--- src/hw/rtl/ccfr_pkg.sv ---
package ccfr_pkg;

  typedef struct packed {
    logic       action;
    logic [7:0] in_byte;
  } ccfr_in_t;

  typedef struct packed {
    logic [7:0] out_byte;
    logic       is_error;
    logic [2:0] error_code;
    logic       last;
    logic [4:0] payload_length;
  } ccfr_out_t;

  typedef enum logic [1:0] {
    PH_HEADER,
    PH_PAYLOAD,
    PH_CHECK
  } phase_t;

  typedef enum logic [1:0] {
    ST_RUN,
    ST_DRAIN_RD,
    ST_DRAIN_WR
  } state_t;

  localparam logic       ACT_BYTE = 1'b0;
  localparam logic       ACT_TICK = 1'b1;

  localparam logic [2:0] ERR_BAD_HEADER = 3'd0;
  localparam logic [2:0] ERR_ZERO_LEN   = 3'd1;
  localparam logic [2:0] ERR_TOO_LONG   = 3'd2;
  localparam logic [2:0] ERR_CRC        = 3'd3;
  localparam logic [2:0] ERR_TIMEOUT    = 3'd4;

  localparam logic [7:0]  HDR_FIRST    = 8'h4D;  // 'M'
  localparam logic [7:0]  HDR_SECOND   = 8'h4C;  // 'L'
  localparam logic [15:0] CRC_INIT     = 16'hFFFF;
  localparam logic [15:0] CRC_POLY     = 16'hA001;
  localparam logic [7:0]  TIMEOUT_RST  = 8'd2;

  // CRC-16/MODBUS, one byte, LSB first
  function automatic logic [15:0] crc16_step(input logic [15:0] crc, input logic [7:0] b);
    logic [15:0] c;
    c = crc ^ {8'h00, b};
    for (int k = 0; k < 8; k++) begin
      if (c[0]) begin
        c = (c >> 1) ^ CRC_POLY;
      end else begin
        c = c >> 1;
      end
    end
    return c;
  endfunction

endpackage

--- src/hw/rtl/crc_checked_frame_receiver.sv ---
// Channel  Dir  Handshake              Payload
// in_      in   in_valid / in_ready    ccfr_in_t  (byte or tick)
// out_     out  out_valid / out_ready  ccfr_out_t (payload byte or error)
// cfg_     in   cfg_wr_en              frame timeout in ticks
//
// Byte or tick transactions are accepted only while the block is receiving.
// A good frame drains its payload from the buffer RAM one byte at a time
// (registered read, then output load); input is held off during the drain.
// Reset is synchronous; the buffer is not cleared, only written entries are read.
// A stalled output register holds off input until its transaction goes out.
module crc_checked_frame_receiver #(
  parameter int MAX_PDU = 16
) (
  input  logic                 clk,
  input  logic                 rst_n,
  input  logic                 in_valid,
  output logic                 in_ready,
  input  ccfr_pkg::ccfr_in_t   in_data,
  output logic                 out_valid,
  input  logic                 out_ready,
  output ccfr_pkg::ccfr_out_t  out_data,
  input  logic                 cfg_wr_en,
  input  logic [7:0]           cfg_wr_data
);
  import ccfr_pkg::*;

  localparam int LEN_W = $clog2(MAX_PDU + 1);
  localparam int AW    = (MAX_PDU > 1) ? $clog2(MAX_PDU) : 1;

  logic [7:0] mem [MAX_PDU];
  logic [7:0] mem_q;
  logic          mem_we;
  logic [AW-1:0] mem_wa;
  logic [7:0]    mem_wd;

  state_t      state_r, state_nxt;
  phase_t      phase_r, phase_nxt;
  logic [1:0]  hdr_cnt_r, hdr_cnt_nxt;
  logic [7:0]  hdr_first_r, hdr_first_nxt;
  logic [7:0]  hdr_second_r, hdr_second_nxt;
  logic [LEN_W-1:0] len_r, len_nxt;
  logic [LEN_W-1:0] cnt_r, cnt_nxt;
  logic [LEN_W-1:0] k_r, k_nxt;
  logic [15:0] crc_r, crc_nxt;
  logic [7:0]  chk_first_r, chk_first_nxt;
  logic        chk_cnt_r, chk_cnt_nxt;
  logic [7:0]  gap_r, gap_nxt;
  logic [7:0]  timeout_r;
  logic        out_valid_r, out_valid_nxt;
  ccfr_out_t   out_data_r, out_data_nxt;

  logic        in_fire;
  logic        slot_free;
  logic [15:0] crc_b;

  assign slot_free = !out_valid_r || out_ready;
  assign in_ready  = (state_r == ST_RUN) && slot_free;
  assign in_fire   = in_valid && in_ready;
  assign crc_b     = crc16_step(crc_r, in_data.in_byte);
  assign out_valid = out_valid_r;
  assign out_data  = out_data_r;

  always_comb begin
    logic       err;
    logic [2:0] err_code;
    logic [7:0] gap_inc;
    logic       last;
    err      = 1'b0;
    err_code = ERR_BAD_HEADER;
    gap_inc  = gap_r + 8'd1;
    last     = (LEN_W'(k_r + 1'b1) == len_r);

    state_nxt      = state_r;
    phase_nxt      = phase_r;
    hdr_cnt_nxt    = hdr_cnt_r;
    hdr_first_nxt  = hdr_first_r;
    hdr_second_nxt = hdr_second_r;
    len_nxt        = len_r;
    cnt_nxt        = cnt_r;
    k_nxt          = k_r;
    crc_nxt        = crc_r;
    chk_first_nxt  = chk_first_r;
    chk_cnt_nxt    = chk_cnt_r;
    gap_nxt        = gap_r;
    out_valid_nxt  = out_valid_r && !out_ready;
    out_data_nxt   = out_data_r;
    mem_we         = 1'b0;
    mem_wa         = cnt_r[AW-1:0];
    mem_wd         = in_data.in_byte;

    unique case (state_r)
      ST_RUN: begin
        if (in_fire) begin
          if (in_data.action == ACT_TICK) begin
            if (phase_r != PH_HEADER) begin
              gap_nxt = gap_inc;
              if (gap_inc >= timeout_r) begin
                err      = 1'b1;
                err_code = ERR_TIMEOUT;
              end
            end
          end else begin
            unique case (phase_r)
              PH_HEADER: begin
                crc_nxt = crc_b;
                unique case (hdr_cnt_r)
                  2'd0: begin
                    hdr_first_nxt = in_data.in_byte;
                    hdr_cnt_nxt   = 2'd1;
                  end
                  2'd1: begin
                    hdr_second_nxt = in_data.in_byte;
                    hdr_cnt_nxt    = 2'd2;
                  end
                  default: begin
                    priority if (hdr_first_r != HDR_FIRST || hdr_second_r != HDR_SECOND) begin
                      err      = 1'b1;
                      err_code = ERR_BAD_HEADER;
                    end else if (in_data.in_byte == 8'd0) begin
                      err      = 1'b1;
                      err_code = ERR_ZERO_LEN;
                    end else if (in_data.in_byte > 8'(MAX_PDU)) begin
                      err      = 1'b1;
                      err_code = ERR_TOO_LONG;
                    end else begin
                      len_nxt   = in_data.in_byte[LEN_W-1:0];
                      cnt_nxt   = '0;
                      gap_nxt   = 8'd0;
                      phase_nxt = PH_PAYLOAD;
                    end
                  end
                endcase
              end
              PH_PAYLOAD: begin
                gap_nxt = 8'd0;
                mem_we  = (cnt_r < len_r);
                cnt_nxt = LEN_W'(cnt_r + 1'b1);
                crc_nxt = crc_b;
                if (cnt_nxt == len_r) begin
                  phase_nxt   = PH_CHECK;
                  chk_cnt_nxt = 1'b0;
                end
              end
              default: begin
                gap_nxt = 8'd0;
                if (!chk_cnt_r) begin
                  chk_first_nxt = in_data.in_byte;
                  chk_cnt_nxt   = 1'b1;
                end else if ({chk_first_r, in_data.in_byte} != crc_r) begin
                  err      = 1'b1;
                  err_code = ERR_CRC;
                end else begin
                  // good frame: back to hunting, keep length for the drain
                  state_nxt      = ST_DRAIN_RD;
                  k_nxt          = '0;
                  phase_nxt      = PH_HEADER;
                  hdr_cnt_nxt    = 2'd0;
                  hdr_first_nxt  = 8'd0;
                  hdr_second_nxt = 8'd0;
                  cnt_nxt        = '0;
                  crc_nxt        = CRC_INIT;
                  chk_first_nxt  = 8'd0;
                  chk_cnt_nxt    = 1'b0;
                  gap_nxt        = 8'd0;
                end
              end
            endcase
          end
        end
      end
      ST_DRAIN_RD: begin
        state_nxt = ST_DRAIN_WR;
      end
      default: begin
        if (slot_free) begin
          out_valid_nxt               = 1'b1;
          out_data_nxt.out_byte       = mem_q;
          out_data_nxt.is_error       = 1'b0;
          out_data_nxt.error_code     = ERR_BAD_HEADER;
          out_data_nxt.last           = last;
          out_data_nxt.payload_length = 5'(len_r);
          if (last) begin
            state_nxt = ST_RUN;
          end else begin
            k_nxt     = LEN_W'(k_r + 1'b1);
            state_nxt = ST_DRAIN_RD;
          end
        end
      end
    endcase

    if (err) begin
      out_valid_nxt               = 1'b1;
      out_data_nxt.out_byte       = 8'd0;
      out_data_nxt.is_error       = 1'b1;
      out_data_nxt.error_code     = err_code;
      out_data_nxt.last           = 1'b1;
      out_data_nxt.payload_length = 5'd0;
      phase_nxt      = PH_HEADER;
      hdr_cnt_nxt    = 2'd0;
      hdr_first_nxt  = 8'd0;
      hdr_second_nxt = 8'd0;
      len_nxt        = '0;
      cnt_nxt        = '0;
      crc_nxt        = CRC_INIT;
      chk_first_nxt  = 8'd0;
      chk_cnt_nxt    = 1'b0;
      gap_nxt        = 8'd0;
    end
  end

  always_ff @(posedge clk) begin
    if (!rst_n) begin
      state_r      <= ST_RUN;
      phase_r      <= PH_HEADER;
      hdr_cnt_r    <= 2'd0;
      hdr_first_r  <= 8'd0;
      hdr_second_r <= 8'd0;
      len_r        <= '0;
      cnt_r        <= '0;
      k_r          <= '0;
      crc_r        <= CRC_INIT;
      chk_first_r  <= 8'd0;
      chk_cnt_r    <= 1'b0;
      gap_r        <= 8'd0;
      timeout_r    <= TIMEOUT_RST;
      out_valid_r  <= 1'b0;
    end else begin
      state_r      <= state_nxt;
      phase_r      <= phase_nxt;
      hdr_cnt_r    <= hdr_cnt_nxt;
      hdr_first_r  <= hdr_first_nxt;
      hdr_second_r <= hdr_second_nxt;
      len_r        <= len_nxt;
      cnt_r        <= cnt_nxt;
      k_r          <= k_nxt;
      crc_r        <= crc_nxt;
      chk_first_r  <= chk_first_nxt;
      chk_cnt_r    <= chk_cnt_nxt;
      gap_r        <= gap_nxt;
      out_valid_r  <= out_valid_nxt;
      if (cfg_wr_en) begin
        timeout_r <= cfg_wr_data;
      end
    end
  end

  always_ff @(posedge clk) begin
    out_data_r <= out_data_nxt;
  end

  // payload buffer, one write and one registered read port
  always_ff @(posedge clk) begin
    if (mem_we) begin
      mem[mem_wa] <= mem_wd;
    end
  end

  always_ff @(posedge clk) begin
    mem_q <= mem[k_r[AW-1:0]];
  end

  a_err_last: assert property (@(posedge clk) disable iff (!rst_n)
    out_valid_r && out_data_r.is_error |-> out_data_r.last && out_data_r.payload_length == 5'd0)
    else $error("error transaction without last or with a length");

  a_drain_hunting: assert property (@(posedge clk) disable iff (!rst_n)
    state_r != ST_RUN |-> phase_r == PH_HEADER && !in_ready)
    else $error("drain overlaps frame reception");

  a_cnt_bound: assert property (@(posedge clk) disable iff (!rst_n)
    phase_r == PH_PAYLOAD |-> cnt_r < len_r)
    else $error("payload count past frame length");

  a_drain_end: assert property (@(posedge clk) disable iff (!rst_n)
    state_r == ST_DRAIN_WR && slot_free && (LEN_W'(k_r + 1'b1) == len_r)
    |=> state_r == ST_RUN && out_valid_r && out_data_r.last)
    else $error("drain did not end on the last payload byte");

endmodule
--- config.mk ---
export PLATFORM = sky130hd
export DESIGN_NAME = crc_checked_frame_receiver
export DESIGN_NICKNAME = d
export VERILOG_FILES = /design/src/hw/rtl/ccfr_pkg.sv /design/src/hw/rtl/crc_checked_frame_receiver.sv
export SDC_FILE = /design/constraint.sdc
export NUM_CORES = 1
export LEC_CHECK = 0
export BUFFER_PORTS_ARGS = -buffer_cell sky130_fd_sc_hd__buf_2
export CAP_MARGIN = 20
export CORE_MARGIN = 3
export CORE_UTILIZATION = 59
export CTS_BUF_LIST = sky130_fd_sc_hd__clkbuf_8
export CTS_CLUSTER_SIZE = 8
export DETAILED_ROUTE_END_ITERATION = 10
export GPL_TIMING_DRIVEN = 1
export PLACE_DENSITY = 0.77
export RECOVER_POWER = 25
export SYNTH_ARGS = -nofsm -noshare
export SYNTH_HDL_FRONTEND = slang
export SYNTH_SLANG_ARGS = --single-unit
--- constraint.sdc ---
create_clock -name clk -period 5.41 [get_ports clk]
set_input_delay 0.2705 -clock clk [delete_from_list [all_inputs] [get_ports clk]]
set_output_delay 0.2705 -clock clk [all_outputs]
set_load 0.005 [all_outputs]
## After elaboration in Yosys (flattened, before gate mapping)

Memory sizes are Yosys's and may differ from the RTL's. A register that Yosys moved wholly into a read port is not among the register bits.
Cells that the tools add are included.

| cells by class | value |
|---|---|
| add/sub/neg operators | 3 |
| $lt $le $gt $ge | 3 |
| equality and inequality tests | 32 |
| muxes and demuxes | 95 |
| bitwise gates (word level) | 20 |
| reduce and logical (&&, ||, !) cells | 36 |

Operator list:

| cell | number |
|---|---|
| 2-to-1 mux 16 bit | 11 |
| 2-to-1 mux 8 bit | 12 |
| 2-to-1 mux 5 bit | 11 |
| 2-to-1 mux 2 bit | 19 |
| one-hot mux 8 bit (2 select lines) | 2 |
| AND reduction 7 bit | 4 |
| 2-to-1 mux 9 bit | 3 |
| != test 2 bit (second input constant) | 13 |
| inverter 2 -> 3 bit | 8 |
| 2-to-1 mux 1 bit | 23 |
| one-hot mux 2 bit (2 select lines) | 5 |
| one-hot mux 5 bit (2 select lines) | 2 |
| != test 16 bit | 1 |
| != test 8 x 7 -> 1 bit (second input constant) | 2 |
| AND reduction 8 bit | 2 |
| bitwise XOR 16 x 8 -> 16 bit | 1 |
| 2-to-1 mux 3 bit | 5 |
| AND reduction 5 bit | 3 |
| != test 3 bit (second input constant) | 4 |
| inverter 1 bit | 11 |
| adder 5 x 1 -> 5 bit (second input constant) | 2 |
| == test 5 bit | 2 |
| != test 2 x 1 -> 1 bit (second input constant) | 5 |
| AND reduction 10 bit | 1 |
| other kinds (18) | 37 |

| word-level totals | value |
|---|---|
| register bits | 97 |
| bits in writable memories | 128 |
| word-level logic and storage cells | 209 |
| memories kept | 1 |

Memory list:

| name | words | bits a word | rd ports | clocked after memory_dff | wr ports | line | source |
|---|---|---|---|---|---|---|---|
| mem | 16 | 8 | 1 | 1 | 1 | crc_checked_frame_receiver.sv:30 | `logic [7:0] mem [MAX_PDU];` |

## Longest topological paths before layout

Gate-level depths: netlist of the first run.

| depth | value |
|---|---|
| depth after elaboration | 18 |
| gate-level depth with buffers | 12 |
| depth with buffers taken out | 10 |

## Least setup slack after synthesis of the first run

OpenSTA, ideal clock, no wires.

| path | value |
|---|---|
| path kind | register to register |
| from | reg len_r[1] |
| to | mem mem[3][0] (enable) |
| library setup time | 0.383 ns |
| data arrival time | 2.230 ns |
| slack | 2.796 ns |
| cell stages (with the launch flop) | 9 |
| cells stage by stage | dfxtp_1 > inv_1 > ha_1 > nor2b_1 > o21a_1 > o21a_1 > o21ai_0 > nand3_1 > nor3_1 |

| on the way | value |
|---|---|
| cells in the longest elaborated chain, start to end | 7 |

Ends and longest elaborated chain:

| element | line | source |
|---|---|---|
| start, declared | crc_checked_frame_receiver.sv:41 | `logic [LEN_W-1:0] len_r, len_nxt;` |
| start signal, assigned | crc_checked_frame_receiver.sv:234 | `len_r <= len_nxt;` |
| < comparator 5 bit | crc_checked_frame_receiver.sv:136 | `mem_we = (cnt_r < len_r);` |
| 2-to-1 mux 1 bit | crc_checked_frame_receiver.sv:103 | `unique case (phase_r)` |
| 2-to-1 mux 1 bit | crc_checked_frame_receiver.sv:94 | `if (in_data.action == ACT_TICK) begin` |
| 2-to-1 mux 1 bit | crc_checked_frame_receiver.sv:93 | `if (in_fire) begin` |
| 2-to-1 mux 1 bit | crc_checked_frame_receiver.sv:91 | `unique case (state_r)` |
| 2-to-1 mux 1 bit | crc_checked_frame_receiver.sv:254 | `if (mem_we) begin` |
| 2-to-1 mux 1 bit (not written as such) | crc_checked_frame_receiver.sv:255 | `mem[mem_wa] <= mem_wd;` |
| end, declared | crc_checked_frame_receiver.sv:30 |  |

Every way passes these cells.

## Worst setup path after layout of the first run

| path | value |
|---|---|
| from | reg state_r[1] |
| to | reg hdr_first_r[4] |

| on the way | value |
|---|---|
| cells in the longest elaborated chain, start to end | 6 |
| elaborated cells between the ends (all ways) | 7 |

Ends and longest elaborated chain:

| element | line | source |
|---|---|---|
| start, declared | crc_checked_frame_receiver.sv:36 | `state_t state_r, state_nxt;` |
| start signal, assigned | crc_checked_frame_receiver.sv:229 | `state_r <= state_nxt;` |
| zero test 2 bit (*) | crc_checked_frame_receiver.sv:57, crc_checked_frame_receiver.sv:91 |  |
| logical AND 1 bit | crc_checked_frame_receiver.sv:57 | `assign in_ready = (state_r == ST_RUN) && slot_free;` |
| logical AND 1 bit | crc_checked_frame_receiver.sv:58 | `assign in_fire = in_valid && in_ready;` |
| 2-to-1 mux 1 bit | crc_checked_frame_receiver.sv:93 |  |
| 2-to-1 mux 1 bit | crc_checked_frame_receiver.sv:91 |  |
| OR reduction 2 bit (no line) | -- |  |
| end signal, assigned | crc_checked_frame_receiver.sv:232 | `hdr_first_r <= hdr_first_nxt;` |
| end, declared | crc_checked_frame_receiver.sv:39 | `logic [7:0] hdr_first_r, hdr_first_nxt;` |

Every way passes the cells marked *; elsewhere a longest branch is shown, timed or not.
A chain may end at the register's enable or synchronous reset.

==> flow_metrics.env, run 1 <==
export IMPL_yosysUniqueCellTypes=67
export IMPL_rsz0062_at_grt="false"
export IMPL_antenna_found_initial=0
export IMPL_rows=48
export IMPL_maxCapViolCount=0
export IMPL_fillers=1206
export IMPL_drt_first_pass_iters=4
export IMPL_gp_congestion=0.872
export IMPL_ir_drop_uv=189
export IMPL_netlist_instances=800
export IMPL_synth_edf_count=131
export IMPL_ys_flop_type="edfxtp_1"
export IMPL_ant_nets=0
export IMPL_start_util=0.604
export IMPL_grt_pass1_wl_um=36900
export IMPL_synth_seq_cells=233
export IMPL_design_portCount=42
export IMPL_slew_violations=0
export IMPL_root_buffer="clkbuf_8"
export IMPL_area_growth_pct=9.92
export IMPL_met2_usage=0.368
export IMPL_yosysWarnings=0
export IMPL_setup_viol_count_final=0
export IMPL_track_usage=0.237
export IMPL_top_register="mem"
export IMPL_cts_sinks=233
export IMPL_syn_cell_area_um2=10500
export IMPL_tns_ps=0
export IMPL_use_met3=0.0533
export IMPL_dp_hpwl_um=14900
export IMPL_post_route_period_util=0.719
export IMPL_hold_viol_final=0
export IMPL_relSlewSlack=0.183
export IMPL_avgViaCountPerCell=6.24
export IMPL_synth_area_leaders="edfxtp_1 38%, dfxtp_1 19%, mux4_2 8.6%, nor3_2 3.5%, mux2i_1 3.3%"
export IMPL_holdWs_ps=62.1
export IMPL_die_area_um2=19400
export IMPL_num_nets_final=892
export IMPL_netlist_top_cells_count="131 x edfxtp_1, 102 x dfxtp_1, 42 x nor2_1"
export IMPL_cts_clk_slew_worst_paths_ps=60
export IMPL_clock_skew_ps=18.1
export IMPL_grt_max_degree=48
export IMPL_leakage_nw=4.16
export IMPL_synth_area_leader_cell="edfxtp_1"
export IMPL_numCtsBuffers=39
export IMPL_synth_fp_nets=844
export IMPL_die_y_um=139
export IMPL_cts_tree="done"
export IMPL_hold_path_class="in -> reg"
export IMPL_cp_required_ps=5800
export IMPL_drc=0
export IMPL_worstPathArrival_ps=4280
export IMPL_worst_pin_slew_ps=1230
export IMPL_status="completed"
export IMPL_async_flop_share=0
export IMPL_yosysMostFrequentCell="edfxtp_1"
export IMPL_core_um2=17400
export IMPL_overflow=0
export IMPL_fmax_mhz=257
export IMPL_cts_max_path_buffers=3
export IMPL_antennaDiodeCount=0
export IMPL_met1_usage=0.337
export IMPL_worstSetupPathType="reg -> reg"
export IMPL_routed_wl_um=22800
export IMPL_htreeDepth=2
export IMPL_post_cts_repair_setup_buffers=0
export IMPL_clk_latency_ps=540
export IMPL_drive_gt1_frac=0.207
export IMPL_vias=6865
export IMPL_wire_per_inst_um=20.7
export IMPL_top_usage_layer="met2"
export IMPL_grt_pass1_vias=6886
export IMPL_portBuffers=41
export IMPL_cp_end_kind="register"
export IMPL_synthesis_area_per_instance_um2=13.1
export IMPL_p_per_area_nw_per_um2=305
export IMPL_critPathLaunchType="register"
export IMPL_ys_seq_area_frac=0.570
export IMPL_synth_top_area_frac=0.375
export IMPL_die_w_um=139
export IMPL_largest_reg_flops=128
export IMPL_min_period_ps=3890
export IMPL_path_max_fanout=34
export IMPL_drt_iter0_drc=644
[worst max-delay path, stage by stage, from the launching register on]
cell     delay [ps]
dfxtp_1         360
or2_1           370
nor4_4          640
and2_1          430
a32o_1          790
or2_2           490
buf_4           520
nor3_1          110
[layout make-up]
| type | instances | area, um^2 | share of cell area |
|---|---|---|---|
| clock buffers | 40 | 551 | 0.0478 |
| flip-flops and latches | 233 | 5980 | 0.519 |
| multi-input cells | 498 | 4170 | 0.362 |
| inverters | 19 | 72.6 | 0.00630 |
| repair buffers | 57 | 337 | 0.0292 |
| clock inverters | 29 | 131 | 0.0114 |
| well taps | 225 | 282 | 0.0244 |
[timing repair]
item | in CTS | in global routing
hold buffers | 8 | 0
endpoints found under the hold margin | 8 | 0
resized for setup | 0 | 0
[cells in the final DEF (no fill, tap or decap), drive strengths merged, types with 5 or more instances in the layout]
cell type,count
nor4,7
dlygate4sd3,8
nand3b,5
xnor2,26
clkbuf,47
a21oi,41
nor3,65
o22ai,16
dfxtp,102
and2,9
inv,42
xor2,17
nor2b,6
mux2i,35
edfxtp,131
clkinv,5
nand2,31
nand3,39
mux4,40
nor2,43
nand2b,5
ha,22
o21ai,8
and3,16
o21a,7
a22oi,6
buf,42
[metrics by stage]
step,util,power (mW),worst slack [ps],instance area (um^2),cells
2_1_floorplan,-,2.12,2800,10500,800
3_3_place_gp,0.620,2.18,1800,10800,1024
3_5_place_dp,0.620,2.19,1590,10800,1024
4_1_cts,0.664,3.54,1590,11500,1101
5_1_grt,0.663,3.65,1280,11500,1101
6_report,0.663,3.52,1520,11500,1101
[routing by layer]
| layer | routed length, um | up-vias |
|---|---|---|
| met1 | 9720 | 3391 |
| met3 | 1760 | 49 |
| met2 | 10800 | 306 |
| met4 | 534 | 0 |
| li1 | - | 3119 |
| met5 | 0 | - |
[where the power goes]
part / internal, mW / switching, mW / total (mW)
registers: 1.90 / 0.0232 / 1.92
logic: 0.0963 / 0.138 / 0.234
clock network: 0.692 / 0.668 / 1.36
[worst paths after layout]
check / endpoint / depth (start not counted) / slack [ps] / start
worst max-delay path: hdr_first_r[4] / 7 / 1520 / state_r[1]
worst min register to register: out_data[9] / 1 / 470 / out_data[9]
worst max register to register: hdr_first_r[4] / 7 / 1520 / state_r[1]
worst min-delay path: timeout_r[1] / 2 / 60 / rst_n
[cell families (layout without fill, tap and decap cells)]
group                    Yosys count  after routing  share of synthesized area
adder cells (fa/ha/maj)           22             22                     0.0263
AND/OR/NAND/NOR                  249            249                      0.145
XOR/XNOR                          44             44                     0.0381
flip-flops                       233            233                      0.570
buffers and inverters             69            145                     0.0319
multiplexers                      75             75                      0.119
AO/OA/AOI/OAI                    108            108                     0.0686
Power figures use the tool's default switching activity.
==> inputs of run 2 (changes only) <==
Clock period 5.41 ns to 3.9 ns, I/O delays scaled along.
==> flow_metrics.env, run 2 (synthesis results as in run 1) <==
export IMPL_drt_iter0_drc=541
export IMPL_grt_max_degree=48
export IMPL_worst_slack_ps=741
export IMPL_die_w_um=139
export IMPL_dp_hpwl_um=15000
export IMPL_gp_congestion=0.856
export IMPL_worst_pin_slew_ps=1290
export IMPL_cp_required_ps=4040
export IMPL_critPathLaunchType="register"
export IMPL_min_period_ps=3160
export IMPL_area_growth_pct=10.6
export IMPL_design_portCount=42
export IMPL_ant_nets=0
export IMPL_drive_gt1_frac=0.210
export IMPL_p_int_mw=3.68
export IMPL_relSlewSlack=0.137
export IMPL_cts_max_path_buffers=3
export IMPL_final_core_util=0.668
export IMPL_fmax_mhz=317
export IMPL_die_area_um2=19400
export IMPL_numCtsBuffers=38
export IMPL_start_util=0.604
export IMPL_p_per_area_nw_per_um2=415
export IMPL_layout_common_cells="131 x edfxtp_1, 101 x dfxtp_1, 42 x nor2_1"
export IMPL_status="completed"
export IMPL_cts_resized=0
export IMPL_top_register="mem"
export IMPL_antennaDiodeCount=0
export IMPL_layout_commonest_cell="edfxtp_1"
export IMPL_portBuffers=41
export IMPL_path_max_fanout=8
export IMPL_seq_power_share=0.554
export IMPL_hold_path_class="in -> reg"
export IMPL_die_y_um=139
export IMPL_clock_skew_ps=24.4
export IMPL_post_route_period_util=0.810
export IMPL_rows=48
export IMPL_vias=6898
export IMPL_largest_reg_flops=128
export IMPL_avgViaCountPerCell=6.21
export IMPL_drc=0
export IMPL_tns_ps=0
export IMPL_cts_clk_slew_worst_paths_ps=60
export IMPL_grt_pass1_vias=6819
export IMPL_cts_sinks=233
export IMPL_pwr_share_comb=0.068
export IMPL_track_usage=0.238
export IMPL_htreeDepth=2
export IMPL_leakage_nw=4.20
export IMPL_grt_pass1_wl_um=36600
export IMPL_num_nets_final=904
export IMPL_slew_violations=0
export IMPL_place_area_um2=10900
export IMPL_stdcell_area_um2=11600
export IMPL_drt_first_pass_iters=5
export IMPL_power_frac_clock=0.378
export IMPL_rsz0062_at_grt="false"
export IMPL_routed_wl_um=23000
export IMPL_antenna_found_initial=0
export IMPL_switchingPower_mw=1.13
export IMPL_hold_viol_final=0
export IMPL_ir_drop_uv=316
export IMPL_worstSetupPathType="reg -> reg"
export IMPL_setup_viol_count_final=0
export IMPL_core_um2=17400
export IMPL_holdWs_ps=49.5
export IMPL_overflow=0
export IMPL_place_ws_ps=673
export IMPL_cp_end_kind="register"
export IMPL_maxCapViolCount=0
export IMPL_worstPathArrival_ps=3300
export IMPL_power_switching_share=0.235
export IMPL_clk_latency_ps=530
export IMPL_wire_per_inst_um=20.7
export IMPL_cts_tree="done"
export IMPL_root_buffer="clkbuf_8"
run 2: worst paths after layout:
| check | depth (start not counted) | end | startpoint | slack (ps) |
|---|---|---|---|---|
| min | 3 | out_valid | out_ready | 50 |
| min reg2reg | 1 | out_data[9] | out_data[9] | 460 |
| max reg2reg | 8 | mem[9][1] | len_r[1] | 740 |
| max | 8 | mem[9][1] | len_r[1] | 740 |
run 2: what timing repair did:
action	4_1_cts	5_1_grt
hold buffers	10	0
setup endpoints to repair	0	0
buffers inserted	0	0
endpoints found under the hold margin	10	0
run 2: final cells by class:
cell class | count | area (um^2)
clock buffers | 38 | 523
clock inverters | 28 | 119
fillers | 1177 | 5770
inverters | 19 | 72.6
multi-input cells | 498 | 4170
flip-flops and latches | 233 | 5980
well taps | 225 | 282
repair buffers | 70 | 448
run 2: per-stage QoR:
step	power, mW	instances
CTS	4.85	1111
detailed placement	3.03	1035
global placement	3.02	1035
global route	5.00	1111
finish	4.81	1111
floorplan	2.94	800
run 2: power by group through the flow:
stage               sequential [mW]  combinational (mW)  clock, mW
global placement               2.71               0.305          0
global route                   2.67               0.360       1.97
detailed placement             2.72               0.319          0
finish                         2.67               0.330       1.82
floorplan                      2.71               0.235          0
CTS                            2.66               0.329       1.86
run 2: critical path, stage by stage (launching register included):
cell	delay [ps]
dfxtp_1	470
inv_1	80
ha_1	290
nor2b_1	130
o21a_1	160
o21a_1	160
o21ai_0	380
nand3_1	270
nor2_1	840
run 2: per-layer routing:
layer  global-route usage  part of all wire  up-vias
li1                     -                 -     3146
met1                0.333              0.42     3375
met2                0.375              0.47      344
met3               0.0526             0.087       33
met4               0.0808             0.023        0
met5                    0                 0        -
==> inputs of run 3 (changes only) <==
Settings changed: CORE_UTILIZATION 59 to 58, PLACE_DENSITY 0.77 to 0.79.
Clock period 3.9 ns to 2.8 ns, I/O delays scaled along.
==> flow_metrics.env, run 3 (synthesis results as in run 1) <==
export IMPL_portBuffers=41
export IMPL_layout_common_cells="131 x edfxtp_1, 101 x dfxtp_1, 42 x clkbuf_8, 42 x buf_4, 41 x nor2_1"
export IMPL_reg2reg_from="state_r[1]"
export IMPL_path_cells="or2_1, buf_4, nor4_4, nand2_1, nor2_1, nand3_1, nor3_1, buf_4"
export IMPL_drc=0
export IMPL_drt_first_pass_iters=5
export IMPL_fillers=1170
export IMPL_drive_gt1_frac=0.238
export IMPL_htreeDepth=2
export IMPL_design_portCount=42
export IMPL_num_nets_final=938
export IMPL_met1_usage=0.333
export IMPL_setup_viol_count_final=0
export IMPL_clock_skew_ps=31.0
export IMPL_dp_hpwl_um=15300
export IMPL_post_route_period_util=0.943
export IMPL_slowest_delay_ps=360
export IMPL_critPathLaunchType="register"
export IMPL_die_area_um2=19700
export IMPL_cts_clk_slew_worst_paths_ps=50
export IMPL_cp_common_cell="buf_4"
export IMPL_wire_per_inst_um=20.5
export IMPL_min_period_ps=2640
export IMPL_vias=7021
export IMPL_grt_max_degree=48
export IMPL_root_buffer="clkbuf_8"
export IMPL_tns_ps=0
export IMPL_use_met3=0.0529
export IMPL_hold_viol_final=0
export IMPL_rsz0062_at_grt="false"
export IMPL_ant_nets=0
export IMPL_gp_congestion=0.868
export IMPL_worstReg2RegEnd="mem[2][2]"
export IMPL_regToRegSetupSlack_ps=160
export IMPL_status="completed"
export IMPL_hold_path_endpoint="gap_r[2]"
export IMPL_layout_commonest_cell="edfxtp_1"
export IMPL_post_cts_repair_setup_buffers=0
export IMPL_antennaDiodeCount=0
export IMPL_cp_slowest_cell="dfxtp_1"
export IMPL_worstPathArrival_ps=2900
export IMPL_clk_latency_ps=550
export IMPL_area_growth_pct=13.8
export IMPL_overflow=0
export IMPL_die_w_um=140
export IMPL_largest_reg_flops=128
export IMPL_reg2reg_depth=8
export IMPL_drt_iter0_drc=601
export IMPL_met2_usage=0.389
export IMPL_hold_path_class="in -> reg"
export IMPL_antenna_found_initial=0
export IMPL_min_path_cells=3
export IMPL_top_usage_layer="met2"
export IMPL_relSlewSlack=0.195
export IMPL_leakage_nw=4.39
export IMPL_cts_max_path_buffers=3
export IMPL_grt_pass1_wl_um=38000
export IMPL_die_y_um=140
export IMPL_final_cells=1148
export IMPL_worst_pin_slew_ps=1210
export IMPL_maxCapViolCount=0
export IMPL_avgViaCountPerCell=6.12
export IMPL_path_buf_inv=2
export IMPL_grt_pass1_vias=7254
export IMPL_routed_wl_um=23500
export IMPL_worstSetupPathType="reg -> reg"
export IMPL_cp_end_kind="register"
export IMPL_numCtsBuffers=40
export IMPL_top_register="mem"
export IMPL_cts_tree="done"
export IMPL_core_um2=17500
export IMPL_track_usage=0.242
export IMPL_rows=48
export IMPL_slew_violations=0
export IMPL_start_util=0.599
export IMPL_p_per_area_nw_per_um2=579
export IMPL_path_delay_family="simple AND/OR/NAND/NOR gates"
export IMPL_worstHoldStart="in_data[8]"
export IMPL_cts_sinks=233
export IMPL_ir_drop_uv=495
export IMPL_cp_required_ps=3060
export IMPL_fmax_mhz=379
export IMPL_dpl_cell_count=1066
export IMPL_path_max_fanout=8
run 3: cell types whose count changed in the layout (fill, tap and decap cells not counted), sizes merged:
| cell | change |
|---|---|
| inv | +2 |
| dlygate4sd3 | +1 |
| buf | +27 |
| clkinv | -1 |
| clkbuf | +8 |
run 3: timing repair:
action	4_1_cts	5_1_grt
endpoints found under the setup margin	0	54
gates resized for setup	0	6
endpoints found under the hold margin	13	0
hold buffers	11	0
run 3: worst max path at each step:
stage / from / to / slack (ps) / cells after the start
finish: state_r[1] / mem[2][2] / 160 / 8
global route: in_data[0] / hdr_first_r[6] / 9 / 10
CTS: gap_r[1] / cnt_r[1] / 40 / 11
detailed placement: gap_r[1] / chk_cnt_r / 40 / 11
global placement: gap_r[1] / gap_r[2] / 190 / 11
floorplan: len_r[1] / mem[3][0] / 190 / 8
run 3: final cells by class:
| class | count | area, um^2 | area share |
|---|---|---|---|
| Timing Repair Buffer | 102 | 701 | 0.0588 |
| Clock buffer | 42 | 578 | 0.0485 |
| Sequential cell | 233 | 5980 | 0.502 |
| Multi-Input combinational cell | 498 | 4180 | 0.351 |
| Clock inverter | 29 | 124 | 0.0104 |
| Inverter | 19 | 73.8 | 0.00619 |
| Tap cell | 225 | 282 | 0.0236 |
run 3: worst reg2reg max path: cells and delay by family (launching register included):
family | cells | cell delay, ps
buffers and inverters | 2 | 420
DFF | 1 | 360
and+or+nand+nor | 6 | 1590
run 3: routing by layer:
metal | part of all wire | wire length (um)
met1 | 0.43 | 10100
met2 | 0.47 | 11200
met3 | 0.076 | 1790
met4 | 0.020 | 465
met5 | 0 | 0
run 3: power breakdown:
part / internal [mW] / total (mW) / switching (mW)
sequential: 3.67 / 3.72 / 0.0472
clock: 1.39 / 2.71 / 1.32
combinational: 0.200 / 0.477 / 0.277
run 3: stage by stage:
step           setup WS [ps]  utilization  hold WS, ps  power, mW  instance area, um^2
6_report                 159        0.682         44.1       6.90                11900
2_1_floorplan            186            -          239       4.10                10500
4_1_cts                 42.1        0.682         6.83       6.95                11900
3_5_place_dp            42.8        0.636          385       4.25                11100
5_1_grt                 8.59        0.682         44.6       7.17                11900
3_3_place_gp             186        0.636          356       4.22                11100
